[src/assert_macros.svh]
// assertion macros used by the top-level core
`ifndef ASSERT_MACROS_SVH
`define ASSERT_MACROS_SVH

// condition holds at every clock edge outside reset
`define ASSERT_ALWAYS(label, cond, msg) \
  label: assert property (@(posedge clk) disable iff (rst) (cond)) else $error(msg);

// consequent holds in the same cycle as the antecedent
`define ASSERT_IMPLIES(label, ante, cons, msg) \
  label: assert property (@(posedge clk) disable iff (rst) (ante) |-> (cons)) else $error(msg);

`endif

[src/mpps_pkg.sv]
// types and constants of the multi-phase pwm sequencer
package mpps_pkg;

  localparam int TIME_W     = 32;
  localparam int PHASE_W    = 3;
  localparam int CYCLE_W    = 10;
  localparam int FRAC_W     = 16;
  localparam int FRAC_SHIFT = 15;
  localparam int NUM_W      = 26;
  localparam int LEVEL_W    = 8;
  localparam int MODE_W     = 2;
  localparam int COUNT_W    = 4;
  localparam int CFG_IDX_W  = 3;
  localparam int CFG_DATA_W = 64;
  localparam int PROD_W     = NUM_W + TIME_W;

  // one whole period in q1.15
  localparam logic [FRAC_W-1:0] FRAC_ONE = 16'h8000;

  // wave mode codes; the spare code acts as full
  localparam logic [MODE_W-1:0] MODE_NORMAL = 2'd0;
  localparam logic [MODE_W-1:0] MODE_ZERO   = 2'd1;

  typedef enum logic [CFG_IDX_W-1:0] {
    REG_PERIOD_TICKS,
    REG_WAVE_MODE,
    REG_PHASE_COUNT,
    REG_CHANNEL_COUNT,
    REG_FRACS_LOW,
    REG_FRACS_HIGH,
    REG_LEVEL_TABLE,
    REG_PAUSE_DELAY
  } cfg_reg_t;

  // operands of one toggle handed to the time stages
  typedef struct packed {
    logic [LEVEL_W-1:0] levels;
    logic               paused;
    logic [TIME_W-1:0]  base;
    logic [NUM_W-1:0]   num;
    logic [TIME_W-1:0]  period;
  } mpps_op_t;

  // sequencer state seen by the checks
  typedef struct packed {
    logic [PHASE_W-1:0] phase_pos;
    logic [CYCLE_W-1:0] cycle_count;
    logic               started;
  } mpps_status_t;

endpackage

[src/mpps_phase_ctrl.sv]
// configuration registers, phase sequencing and operand register
module mpps_phase_ctrl #(
  parameter int MAX_PHASES   = 8,
  parameter int MAX_CHANNELS = 8,
  parameter int CYCLE_LIMIT  = 1000
) (
  input  logic                                clk,
  input  logic                                rst,
  input  logic                                cfg_we,
  input  logic [mpps_pkg::CFG_IDX_W-1:0]      cfg_index,
  input  logic [mpps_pkg::CFG_DATA_W-1:0]     cfg_data,
  input  logic                                s_tvalid,
  output logic                                s_tready,
  input  logic [mpps_pkg::TIME_W-1:0]         s_tdata,
  output logic                                op_valid,
  input  logic                                op_ready,
  output mpps_pkg::mpps_op_t                  op,
  output mpps_pkg::mpps_status_t              status
);
  import mpps_pkg::*;

  logic [TIME_W-1:0]     period_ticks;
  logic [MODE_W-1:0]     wave_mode;
  logic [COUNT_W-1:0]    phase_count;
  logic [COUNT_W-1:0]    channel_count;
  logic [CFG_DATA_W-1:0] switch_fracs_low;
  logic [CFG_DATA_W-1:0] switch_fracs_high;
  logic [CFG_DATA_W-1:0] level_table;
  logic [TIME_W-1:0]     pause_delay;

  logic [PHASE_W-1:0]    phase_pos;
  logic [CYCLE_W-1:0]    cycle_count;
  logic [TIME_W-1:0]     base_time;
  logic [TIME_W-1:0]     held_period;
  logic                  started;

  logic [PHASE_W-1:0]    phase_pos_next;
  logic [CYCLE_W-1:0]    cycle_count_next;
  logic [TIME_W-1:0]     base_time_next;
  logic [TIME_W-1:0]     held_period_next;

  logic                  accept;
  logic                  paused;
  logic                  normal;
  logic                  restart;
  logic                  cycle_end;
  logic [COUNT_W-1:0]    pc;
  logic [COUNT_W-1:0]    nch;
  logic [COUNT_W-1:0]    pos_inc;
  logic [PHASE_W-1:0]    pos_eff;
  logic [PHASE_W-1:0]    col;
  logic [CFG_DATA_W-1:0] frac_word;
  logic [FRAC_W-1:0]     frac;
  logic [CYCLE_W-1:0]    cc_eff;
  logic [LEVEL_W-1:0]    levels;
  logic [NUM_W-1:0]      num;
  mpps_op_t              op_next;

  // configuration writes
  always_ff @(posedge clk) begin
    if (rst) begin
      period_ticks      <= '0;
      wave_mode         <= MODE_NORMAL;
      phase_count       <= COUNT_W'(2);
      channel_count     <= COUNT_W'(1);
      switch_fracs_low  <= '0;
      switch_fracs_high <= '0;
      level_table       <= '0;
      pause_delay       <= TIME_W'(100000);
    end else if (cfg_we) begin
      case (cfg_reg_t'(cfg_index))
        REG_PERIOD_TICKS:  period_ticks      <= cfg_data[TIME_W-1:0];
        REG_WAVE_MODE:     wave_mode         <= cfg_data[MODE_W-1:0];
        REG_PHASE_COUNT:   phase_count       <= cfg_data[COUNT_W-1:0];
        REG_CHANNEL_COUNT: channel_count     <= cfg_data[COUNT_W-1:0];
        REG_FRACS_LOW:     switch_fracs_low  <= cfg_data;
        REG_FRACS_HIGH:    switch_fracs_high <= cfg_data;
        REG_LEVEL_TABLE:   level_table       <= cfg_data;
        REG_PAUSE_DELAY:   pause_delay       <= cfg_data[TIME_W-1:0];
        default: ;
      endcase
    end
  end

  assign s_tready = !op_valid || op_ready;
  assign accept   = s_tvalid && s_tready;

  // phase selection, cycle restart and operand set-up
  always_comb begin
    paused = (period_ticks == '0);
    normal = (wave_mode == MODE_NORMAL);

    if (phase_count == '0) begin
      pc = COUNT_W'(1);
    end else if (phase_count > COUNT_W'(MAX_PHASES)) begin
      pc = COUNT_W'(MAX_PHASES);
    end else begin
      pc = phase_count;
    end

    if (channel_count > COUNT_W'(MAX_CHANNELS)) begin
      nch = COUNT_W'(MAX_CHANNELS);
    end else begin
      nch = channel_count;
    end

    // position past the count restarts at phase zero
    if (!normal || ({1'b0, phase_pos} >= pc)) begin
      pos_eff = '0;
    end else begin
      pos_eff = phase_pos;
    end

    restart = (pos_eff == '0) &&
              (!started || (held_period != period_ticks) ||
               (cycle_count >= CYCLE_W'(CYCLE_LIMIT)));

    base_time_next   = restart ? s_tdata : base_time;
    cc_eff           = restart ? '0 : cycle_count;
    held_period_next = restart ? period_ticks : held_period;

    // driven column and switch fraction
    frac_word = pos_eff[PHASE_W-1] ? switch_fracs_high : switch_fracs_low;
    if (paused) begin
      col  = '0;
      frac = FRAC_ONE;
    end else if (normal) begin
      col  = (pos_eff == '0) ? PHASE_W'(pc - COUNT_W'(1)) : pos_eff - PHASE_W'(1);
      frac = frac_word[{pos_eff[1:0], 4'b0000} +: FRAC_W];
    end else begin
      col  = (wave_mode == MODE_ZERO) ? PHASE_W'(0) : PHASE_W'(1);
      frac = FRAC_ONE;
    end

    // per-channel level lookup
    for (int ch = 0; ch < LEVEL_W; ch++) begin
      levels[ch] = (COUNT_W'(ch) < nch) && level_table[{PHASE_W'(ch), col}];
    end

    num = {1'b0, cc_eff, {FRAC_SHIFT{1'b0}}} + {{(NUM_W - FRAC_W){1'b0}}, frac};

    // advance to the next phase, closing the cycle when done
    pos_inc   = {1'b0, pos_eff} + COUNT_W'(1);
    cycle_end = !normal || (pos_inc >= pc);
    if (cycle_end) begin
      phase_pos_next   = '0;
      cycle_count_next = cc_eff + CYCLE_W'(1);
    end else begin
      phase_pos_next   = pos_inc[PHASE_W-1:0];
      cycle_count_next = cc_eff;
    end

    op_next.levels = levels;
    op_next.paused = paused;
    op_next.base   = paused ? s_tdata + pause_delay : base_time_next;
    op_next.num    = paused ? '0 : num;
    op_next.period = held_period_next;
  end

  // sequencer state, left alone while paused
  always_ff @(posedge clk) begin
    if (rst) begin
      phase_pos   <= '0;
      cycle_count <= '0;
      base_time   <= '0;
      held_period <= '0;
      started     <= 1'b0;
    end else if (accept && !paused) begin
      phase_pos   <= phase_pos_next;
      cycle_count <= cycle_count_next;
      base_time   <= base_time_next;
      held_period <= held_period_next;
      started     <= 1'b1;
    end
  end

  // operand register
  always_ff @(posedge clk) begin
    if (rst) begin
      op_valid <= 1'b0;
    end else if (s_tready) begin
      op_valid <= s_tvalid;
    end
  end

  always_ff @(posedge clk) begin
    if (accept) begin
      op <= op_next;
    end
  end

  assign status.phase_pos   = phase_pos;
  assign status.cycle_count = cycle_count;
  assign status.started     = started;

endmodule

[src/mpps_time_calc.sv]
// product stage and final add into the result register
module mpps_time_calc (
  input  logic                              clk,
  input  logic                              rst,
  input  logic                              op_valid,
  output logic                              op_ready,
  input  mpps_pkg::mpps_op_t                op,
  output logic                              m_tvalid,
  input  logic                              m_tready,
  output logic [39:0]                       m_tdata,
  output logic                              m_tuser
);
  import mpps_pkg::*;

  logic                  p_valid;
  logic [LEVEL_W-1:0]    p_levels;
  logic                  p_paused;
  logic [TIME_W-1:0]     p_base;
  logic [TIME_W-1:0]     p_prod;
  logic [PROD_W-1:0]     prod_full;
  logic                  out_free;
  logic                  p_ready;

  assign out_free = !m_tvalid || m_tready;
  assign p_ready  = !p_valid || out_free;
  assign op_ready = p_ready;

  // fraction times period, floor by dropping the q1.15 bits
  assign prod_full = {{TIME_W{1'b0}}, op.num} * {{NUM_W{1'b0}}, op.period};

  always_ff @(posedge clk) begin
    if (rst) begin
      p_valid <= 1'b0;
    end else if (p_ready) begin
      p_valid <= op_valid;
    end
  end

  always_ff @(posedge clk) begin
    if (p_ready && op_valid) begin
      p_levels <= op.levels;
      p_paused <= op.paused;
      p_base   <= op.base;
      p_prod   <= prod_full[FRAC_SHIFT +: TIME_W];
    end
  end

  // result register, the wrap at 32 bits is the natural overflow
  always_ff @(posedge clk) begin
    if (rst) begin
      m_tvalid <= 1'b0;
    end else if (out_free) begin
      m_tvalid <= p_valid;
    end
  end

  always_ff @(posedge clk) begin
    if (out_free && p_valid) begin
      m_tdata <= {p_base + p_prod, p_levels};
      m_tuser <= p_paused;
    end
  end

endmodule

[src/multi_phase_pwm_sequencer_core.sv]
// top level of the multi-phase pwm sequencer
//
// each beat on the s_ channel is one timer expiry carrying the current tick
// time. the core answers with exactly one beat on the m_ channel: the pin
// levels for the channels, the absolute tick time of the next toggle and a
// paused flag that is set while the period register is zero.
// configuration is written through cfg_we / cfg_index / cfg_data while the
// core is idle; a write lands at the clock edge with cfg_we high.
// an accepted input beat passes the operand, product and result registers
// to its result beat, and the core takes one beat every cycle unless the
// receiver stalls; the 26 x 32 bit product has a stage of its own.
// the phase state is updated at the edge that accepts a beat, so the next
// beat may follow straight away.
// when the receiver stalls, the result register holds and the stages behind
// it keep filling; s_tready falls only once all three stages are full.
// rst (synchronous) empties the pipeline, restores the register defaults and
// clears the phase state so that the first timed beat restarts the cycle.
module multi_phase_pwm_sequencer_core #(
  parameter int MAX_PHASES   = 8,
  parameter int MAX_CHANNELS = 8,
  parameter int CYCLE_LIMIT  = 1000
) (
  input  logic                             clk,
  input  logic                             rst,
  input  logic                             cfg_we,
  input  logic [mpps_pkg::CFG_IDX_W-1:0]   cfg_index,
  input  logic [mpps_pkg::CFG_DATA_W-1:0]  cfg_data,
  input  logic                             s_tvalid,
  output logic                             s_tready,
  input  logic [31:0]                      s_tdata,   // now_time[31:0]
  output logic                             m_tvalid,
  input  logic                             m_tready,
  output logic [39:0]                      m_tdata,   // pin_levels[7:0], next_time[39:8]
  output logic                             m_tuser    // paused
);
  import mpps_pkg::*;

  logic         op_valid;
  logic         op_ready;
  mpps_op_t     op;
  mpps_status_t status;

  // configuration and phase sequencing
  mpps_phase_ctrl #(
    .MAX_PHASES   (MAX_PHASES),
    .MAX_CHANNELS (MAX_CHANNELS),
    .CYCLE_LIMIT  (CYCLE_LIMIT)
  ) u_phase_ctrl (
    .clk       (clk),
    .rst       (rst),
    .cfg_we    (cfg_we),
    .cfg_index (cfg_index),
    .cfg_data  (cfg_data),
    .s_tvalid  (s_tvalid),
    .s_tready  (s_tready),
    .s_tdata   (s_tdata),
    .op_valid  (op_valid),
    .op_ready  (op_ready),
    .op        (op),
    .status    (status)
  );

  // toggle time arithmetic and result register
  mpps_time_calc u_time_calc (
    .clk      (clk),
    .rst      (rst),
    .op_valid (op_valid),
    .op_ready (op_ready),
    .op       (op),
    .m_tvalid (m_tvalid),
    .m_tready (m_tready),
    .m_tdata  (m_tdata),
    .m_tuser  (m_tuser)
  );

  // checks on the sequencer state and result
  `include "assert_macros.svh"

  `ASSERT_ALWAYS(a_cycle_bound, status.cycle_count <= CYCLE_W'(CYCLE_LIMIT), "cycle count past limit")
  `ASSERT_ALWAYS(a_phase_bound, {1'b0, status.phase_pos} < COUNT_W'(MAX_PHASES), "phase beyond table")
  `ASSERT_IMPLIES(a_fresh_state, !status.started, (status.cycle_count == '0) && (status.phase_pos == '0), "state moved before first timed beat")
  `ASSERT_IMPLIES(a_unused_pins, m_tvalid, (m_tdata[7:0] >> MAX_CHANNELS) == 8'd0, "unused channel driven")

endmodule

[config.mk]
export PLATFORM = sky130hd
export DESIGN_NAME = multi_phase_pwm_sequencer_core
export DESIGN_NICKNAME = d
export VERILOG_FILES = /design/src/mpps_pkg.sv /design/src/mpps_phase_ctrl.sv /design/src/mpps_time_calc.sv /design/src/multi_phase_pwm_sequencer_core.sv
export VERILOG_INCLUDE_DIRS = /design/src /design/src/src
export SDC_FILE = /design/constraint.sdc
export NUM_CORES = 2
export LEC_CHECK = 0
export BUFFER_PORTS_ARGS = -buffer_cell sky130_fd_sc_hd__buf_2
export CORE_ASPECT_RATIO = 0.6
export CORE_UTILIZATION = 60
export DETAILED_ROUTE_END_ITERATION = 8
export GPL_TIMING_DRIVEN = 0
export PLACE_DENSITY = 0.74
export SLEW_MARGIN = 20
export SYNTH_ARGS = -nofsm -noshare
export SYNTH_HDL_FRONTEND = slang
export SYNTH_SLANG_ARGS = --single-unit
[constraint.sdc]
create_clock -name clk -period 10.4 [get_ports clk]
set_clock_uncertainty 0.1 [all_clocks]
set_input_delay 1.56 -clock clk [delete_from_list [all_inputs] [get_ports clk]]
set_output_delay 1.56 -clock clk [all_outputs]
set_load 0.02 [all_outputs]
---- After elaboration in Yosys (flattened, before gate mapping) ----
Cells that the tools add are included.
word-level totals
  register bits after elaboration ......... 560
operators by class
  add/subtract/negate cells ............... 7
  $mul .................................... 1
  order comparisons ....................... 21
  equality and inequality tests ........... 9
  shift-type cells ........................ 1
  muxes and demuxes ....................... 33
  reductions and logical operators ........ 39
operators with widths
  operator               count
  $mux 32                3
  $add 32x32->32         2
  $mux 64                1
  $shiftx 64x7->16       1
  $mul 26x32->47         1
  $logic_not 32->1       1
  $mux 16                2
  $ne 32x32->1           1
  $lt 6x7->1 const B     4
  $add 25x16->26         1
  $bmux 1 s3             8
  $mux 10                2
  $lt 3x4->1 const A     4
  $reduce_and 2->1       8
  $mux 3                 5
  $lt 5x7->1 const B     2
  $logic_and 1x1->1      13
  $eq 3x3->1 const B     4
  $mux 4                 3
  $add 10x1->10 const B  1
  $ge 10x10->1 const B   1
  $mux 1                 9
  $gt 4x4->1 const B     2
  $lt 1x4->1 const A     2
  other kinds (15)       30

---- Logic depth before layout (Yosys ltp) ----
  depth in word-level cells ............... 13
  gate-level depth with buffers ........... 25

---- By module ----
Synthesis repeated with hierarchy kept, for this count alone.
unflattened totals
  cells, all modules ...................... 5380
  area total of the unflattened synthesis .. 49000.7 um^2
modules (own cells, without submodules)
  module           instances  cells each  area each (um^2)  seq. area each (um^2)
  mpps_time_calc   1          2954        28538.6           3463.3
  mpps_phase_ctrl  1          2426        20462.1           9879.5

---- Least setup slack after synthesis ----
OpenSTA, ideal clock, no wires.
  kind .................................... input -> register
  start ................................... input m_tready
  end ..................................... register u_time_calc.p_base[0] (enable)
  library setup time ...................... 616 ps
  arrival ................................. 6951 ps
  path slack .............................. 2733 ps
  cell stages on the path ................. 2
  buffers on the path ..................... 0
  path through ............................ nor2b_1 a21boi_0
between the ends
  word-level cells in the longest chain between the ends .. 3
ends and longest elaborated chain
  what                  RTL line                              RTL
  from (decl)           multi_phase_pwm_sequencer_core.sv:32  input logic m_tready,
  $logic_or 1x1->1      mpps_time_calc.sv:24                  assign out_free = !m_tvalid || m_tready;
  $logic_or 1x1->1      mpps_time_calc.sv:25                  assign p_ready = !p_valid || out_free;
  $logic_and 1x1->1     mpps_time_calc.sv:40                  if (p_ready && op_valid) begin
  to (signal assigned)  mpps_time_calc.sv:43                  p_base <= op.base;
  to (decl)             mpps_time_calc.sv:18                  logic [TIME_W-1:0] p_base;
Every way passes these cells.
A chain may end at the register's enable or synchronous reset.

---- Final worst setup path ----
  start ................................... register u_phase_ctrl.op[50] (netlist name)
  end ..................................... register u_time_calc.p_prod[31] (data pin)
between the ends
  word-level cells in the longest chain between the ends .. 1
ends and longest elaborated chain
  what                           RTL line              RTL
  $mul 26x32->47                 mpps_time_calc.sv:29  assign prod_full = {{TIME_W{1'b0}}, op.num} * {{NUM_W{1'b0}}, op.period};
  net u_time_calc.prod_full[46]  mpps_time_calc.sv:20  logic [PROD_W-1:0] prod_full;
  to (signal assigned)           mpps_time_calc.sv:44  p_prod <= prod_full[FRAC_SHIFT +: TIME_W];
  to (decl)                      mpps_time_calc.sv:19  logic [TIME_W-1:0] p_prod;
The timed path passes the listed nets, and every way through them passes these cells.

==> results.cfg <==
[setup_path]
critPathKind = reg -> reg
slowest_stage = clkbuf_1
crit_path_cell_trace = clkbuf_1 > clkbuf_1 > nand2_1 > fa_1 > inv_1 > fa_1 > fa_1 > fa_1 > fa_1 > fa_1 > inv_1 > fa_1 > inv_1 > ha_1 > nand2_1 > o21ai_0 > o2111ai_1 > o22ai_1 > nor2_1 > o311ai_1 > a31o_2 > nor2_1 > xnor2_1
start_kind = flop
r2r_slack_ns = 0.19
cpMostUsedCell = fa_1
critPathArrivalTime_ns = 10.38
crit_fanout = 10
cp_top_family = adder cells
r2r_start = u_phase_ctrl.op[50]
ff2ff_path_depth = 23
r2r-end = u_time_calc.p_prod[31]
worstPathBufferInverterCount = 5
crit_path_max_incr_delay_ns = 1.03
worstSetupEndpointType = flop
cp.required_ns = 10.57

[synth]
syn-instance-count = 5290
synth_nets = 6273
yosysMostFrequentCell = nand2_1
ys.warnings.count = 0
synth_area_leader_cell = fa_1
synth.top_cell.area_share_pct = 27.4
synthFlopType = dfxtp_1
yosysSeqAreaShare_pct = 27.4
ys_top_cells_by_area = fa_1 27%, dfxtp_1 14%, edfxtp_1 13%
synth_area_per_cell_um2 = 9.21
synth.distinct_cells = 72
synth_edf_count = 213
synth-seq-cells = 560
synthTopCellsByCount = 1,075 x nand2_1, 731 x inv_1, 667 x fa_1, 440 x and2_1, 434 x a21oi_1
synthesis.area_um2 = 48700
synthArstFlopShare_pct = 0

[power]
p_comb_share_pct = 64.1
vdd_drop_max_uv = 483
seqPwrFrac_pct = 21.5
p_total_uw = 13900
power_density_nw_per_um2 = 263
p_int_uw = 7020
p_sw_uw = 6880
switching_share_pct = 49.5
power.leakage_uw = 0.0232
power_frac_clock_pct = 14.4

[hold_path]
min_path_cells = 0
hold_path_startpoint = u_phase_ctrl.op[79]
min_path_type = reg -> reg
min_to = u_time_calc.p_base[21]

[routing]
dr.pass1.iters = 9
route.met3.wl_um = 37700
wire_per_inst_um = 27.8
vias = 40200
met1_length_um = 77000
ant_nets = 0
drtIter0Drc = 5589
wl_met2_um = 64800
drc = 15
drt_wl_total_um = 184000
dr.max_layer_used = met5
vias_per_cell = 6.07

[sta]
layout_setup_ws_ns = 0.187
min_period_over_period_pct = 98.2
layout_min_cycle_time_ns = 10.21
rsz0062_at_grt = no
drv_slew = 0
setup_viol = 0
tightest_slew_ns = 1.32
max_freq_ghz = 0.0979
relSlewSlack_pct = 12.3
hold_violations = 0

[floorplanning]
core-area_um2 = 79900
ios = 147
start_util_pct = 61.0
die-area_um2 = 82400
num_rows = 80
die_h_um = 223
dieWidth_um = 370

[cts]
clk_path_buf_depth = 3
ctsHtreeMaxLevel = 2
clock_sinks = 560
cts_resized = 0
clkTransAtPathRegs_ns = 0.07
clk_latency_ns = 0.61
cts_made_buffers = 50
cts_root_buf = clkbuf_16
cts_hold_buf = 0
cts_tree = built
postCtsSetupBuffers = 0

[global_routing]
grt_overflow = 0
grt_pass1_vias = 38000
grt_max_degree = 78
grt_pass1_wl_um = 263000
track_usage_pct = 44.9
grt_antenna_before_repair = 24

[layout]
nNetsFinal = 6474
area_growth_pct = 8.29
drive_above_1_share_pct = 6.42
fin_area_um2 = 52800

[place]
place.gp.congestion = 1.11
port_buffers = 141
pre_cts_ws_ns = 0.782
placed_area_um2 = 51000
dp_hpwl_um = 150000

[status]
violations = DRC
status = finished, violations left

[flow_run]
drv_cap = 0
-- area by class of cell --
| class | count | area, um^2 |
|---|---|---|
| fillers | 6598 | 27100 |
| clock inverters | 30 | 340 |
| clock buffers | 63 | 1400 |
| repair buffers | 149 | 862 |
| plain buffers | 288 | 1120 |
| flip-flops and latches | 560 | 13300 |
| multi-input cells | 3709 | 31600 |
| inverters | 733 | 2760 |
| diodes | 20 | 50.0 |
| well taps | 1066 | 1330 |
-- per-stage QoR --
stage | setup TNS, ns | cells | utilization (%) | hold slack, ns
final | 0 | 6618 | 66.1 | 0.321
after global routing | 0 | 6603 | 66.0 | 0.322
after CTS | 0 | 6598 | 66.0 | 0.321
after detailed placement | 0 | 6505 | 63.8 | 0.305
after global placement | -25.14 | 6497 | 63.6 | 0.300
after floorplan | 0 | 5290 | - | 0.300
-- worst reg2reg max path: cells and delay by family, from the launching register on --
| kind | cells | cell delay [ns] |
|---|---|---|
| adders and majority gates | 8 | 3.85 |
| AOI/OAI and AO/OA | 5 | 2.31 |
| buffers and inverters | 5 | 2.01 |
| xor gates and xnor gates | 1 | 0.65 |
| and+or+nand+nor | 4 | 0.56 |
| DFF | 1 | 0.36 |
-- how the worst max path moves through the flow --
| stage | end | start | depth (start not counted) | slack [ns] |
|---|---|---|---|---|
| after floorplan | u_time_calc.p_base[0] | m_tready | 2 | 2.73 |
| after global routing | u_time_calc.p_prod[31] | u_phase_ctrl.op[50] | 25 | 0.07 |
| final | u_time_calc.p_prod[31] | u_phase_ctrl.op[50] | 23 | 0.19 |
| after CTS | u_time_calc.p_prod[31] | u_phase_ctrl.op[50] | 25 | 0.72 |
| after detailed placement | u_time_calc.p_prod[31] | u_phase_ctrl.op[50] | 25 | 0.78 |
| after global placement | u_time_calc.p_base[24] | m_tready | 3 | -0.35 |
-- state kept, by name, indices dropped and copies added, names as in the netlist, 8 cells and up --
signal,count
u_phase_ctrl.op,99
u_phase_ctrl.level_table,64
u_phase_ctrl.switch_fracs_high,64
u_phase_ctrl.switch_fracs_low,64
u_time_calc.m_tdata,40
u_phase_ctrl.base_time,32
u_phase_ctrl.held_period,32
u_phase_ctrl.pause_delay,32
u_phase_ctrl.period_ticks,32
u_time_calc.p_base,32
u_time_calc.p_prod,32
u_phase_ctrl.cycle_count,10
u_time_calc.p_levels,8
-- cell families (layout without fill, tap and decap cells) --
group	count (synthesis)	in the layout	synth area share, %
compound gates	709	709	8.53
flops	560	560	27.4
xor+xnor	140	140	2.52
simple gates	1835	1835	17.2
mux	146	146	3.56
other cells	0	20	0
fa+ha+maj	879	879	32.8
buf+inv	1021	1263	7.94
-- metal layers --
metal / up-vias / GRT usage (%)
li1: 17100 / -
met1: 19900 / 66.8
met2: 2902 / 52.8
met3: 312 / 28.7
met4: 10 / 9.34
met5: - / 2.62
-- power groups by stage --
stage / registers, uW / clock network [uW] / logic [uW]
after floorplan: 2960 / 0 / 5150
after global placement: 3030 / 0 / 8230
after detailed placement: 3020 / 0 / 8470
after CTS: 2980 / 2000 / 8520
after global routing: 2990 / 2090 / 9480
final: 2990 / 2010 / 8910
-- placed cells by master, fill, tap and decap left out, drive strengths merged, types with 10 or more instances in the layout --
master | synthesis | routed
edfxtp | 213 | 213
a31oi | 10 | 10
mux4 | 16 | 16
inv | 732 | 738
and3 | 14 | 14
nand2 | 1075 | 1075
nor4 | 19 | 19
diode | 0 | 20
a21o | 46 | 46
fa | 667 | 667
o311a | 17 | 17
clkinv | 1 | 15
clkbuf | 265 | 328
a21oi | 434 | 434
o21bai | 13 | 13
nand4 | 17 | 17
ha | 212 | 212
o22ai | 18 | 18
a211oi | 11 | 11
o211ai | 10 | 10
o21a | 20 | 20
a2111oi | 11 | 11
buf | 23 | 172
and2 | 440 | 440
nand2b | 15 | 15
nor2b | 11 | 11
xor2 | 62 | 62
nor2 | 159 | 159
xnor2 | 78 | 78
dfxtp | 347 | 347
mux2i | 71 | 71
o21ai | 73 | 73
nand3 | 27 | 27
nor3 | 26 | 26
mux2 | 59 | 59
No activity file was read; power rests on OpenSTA's default activity.
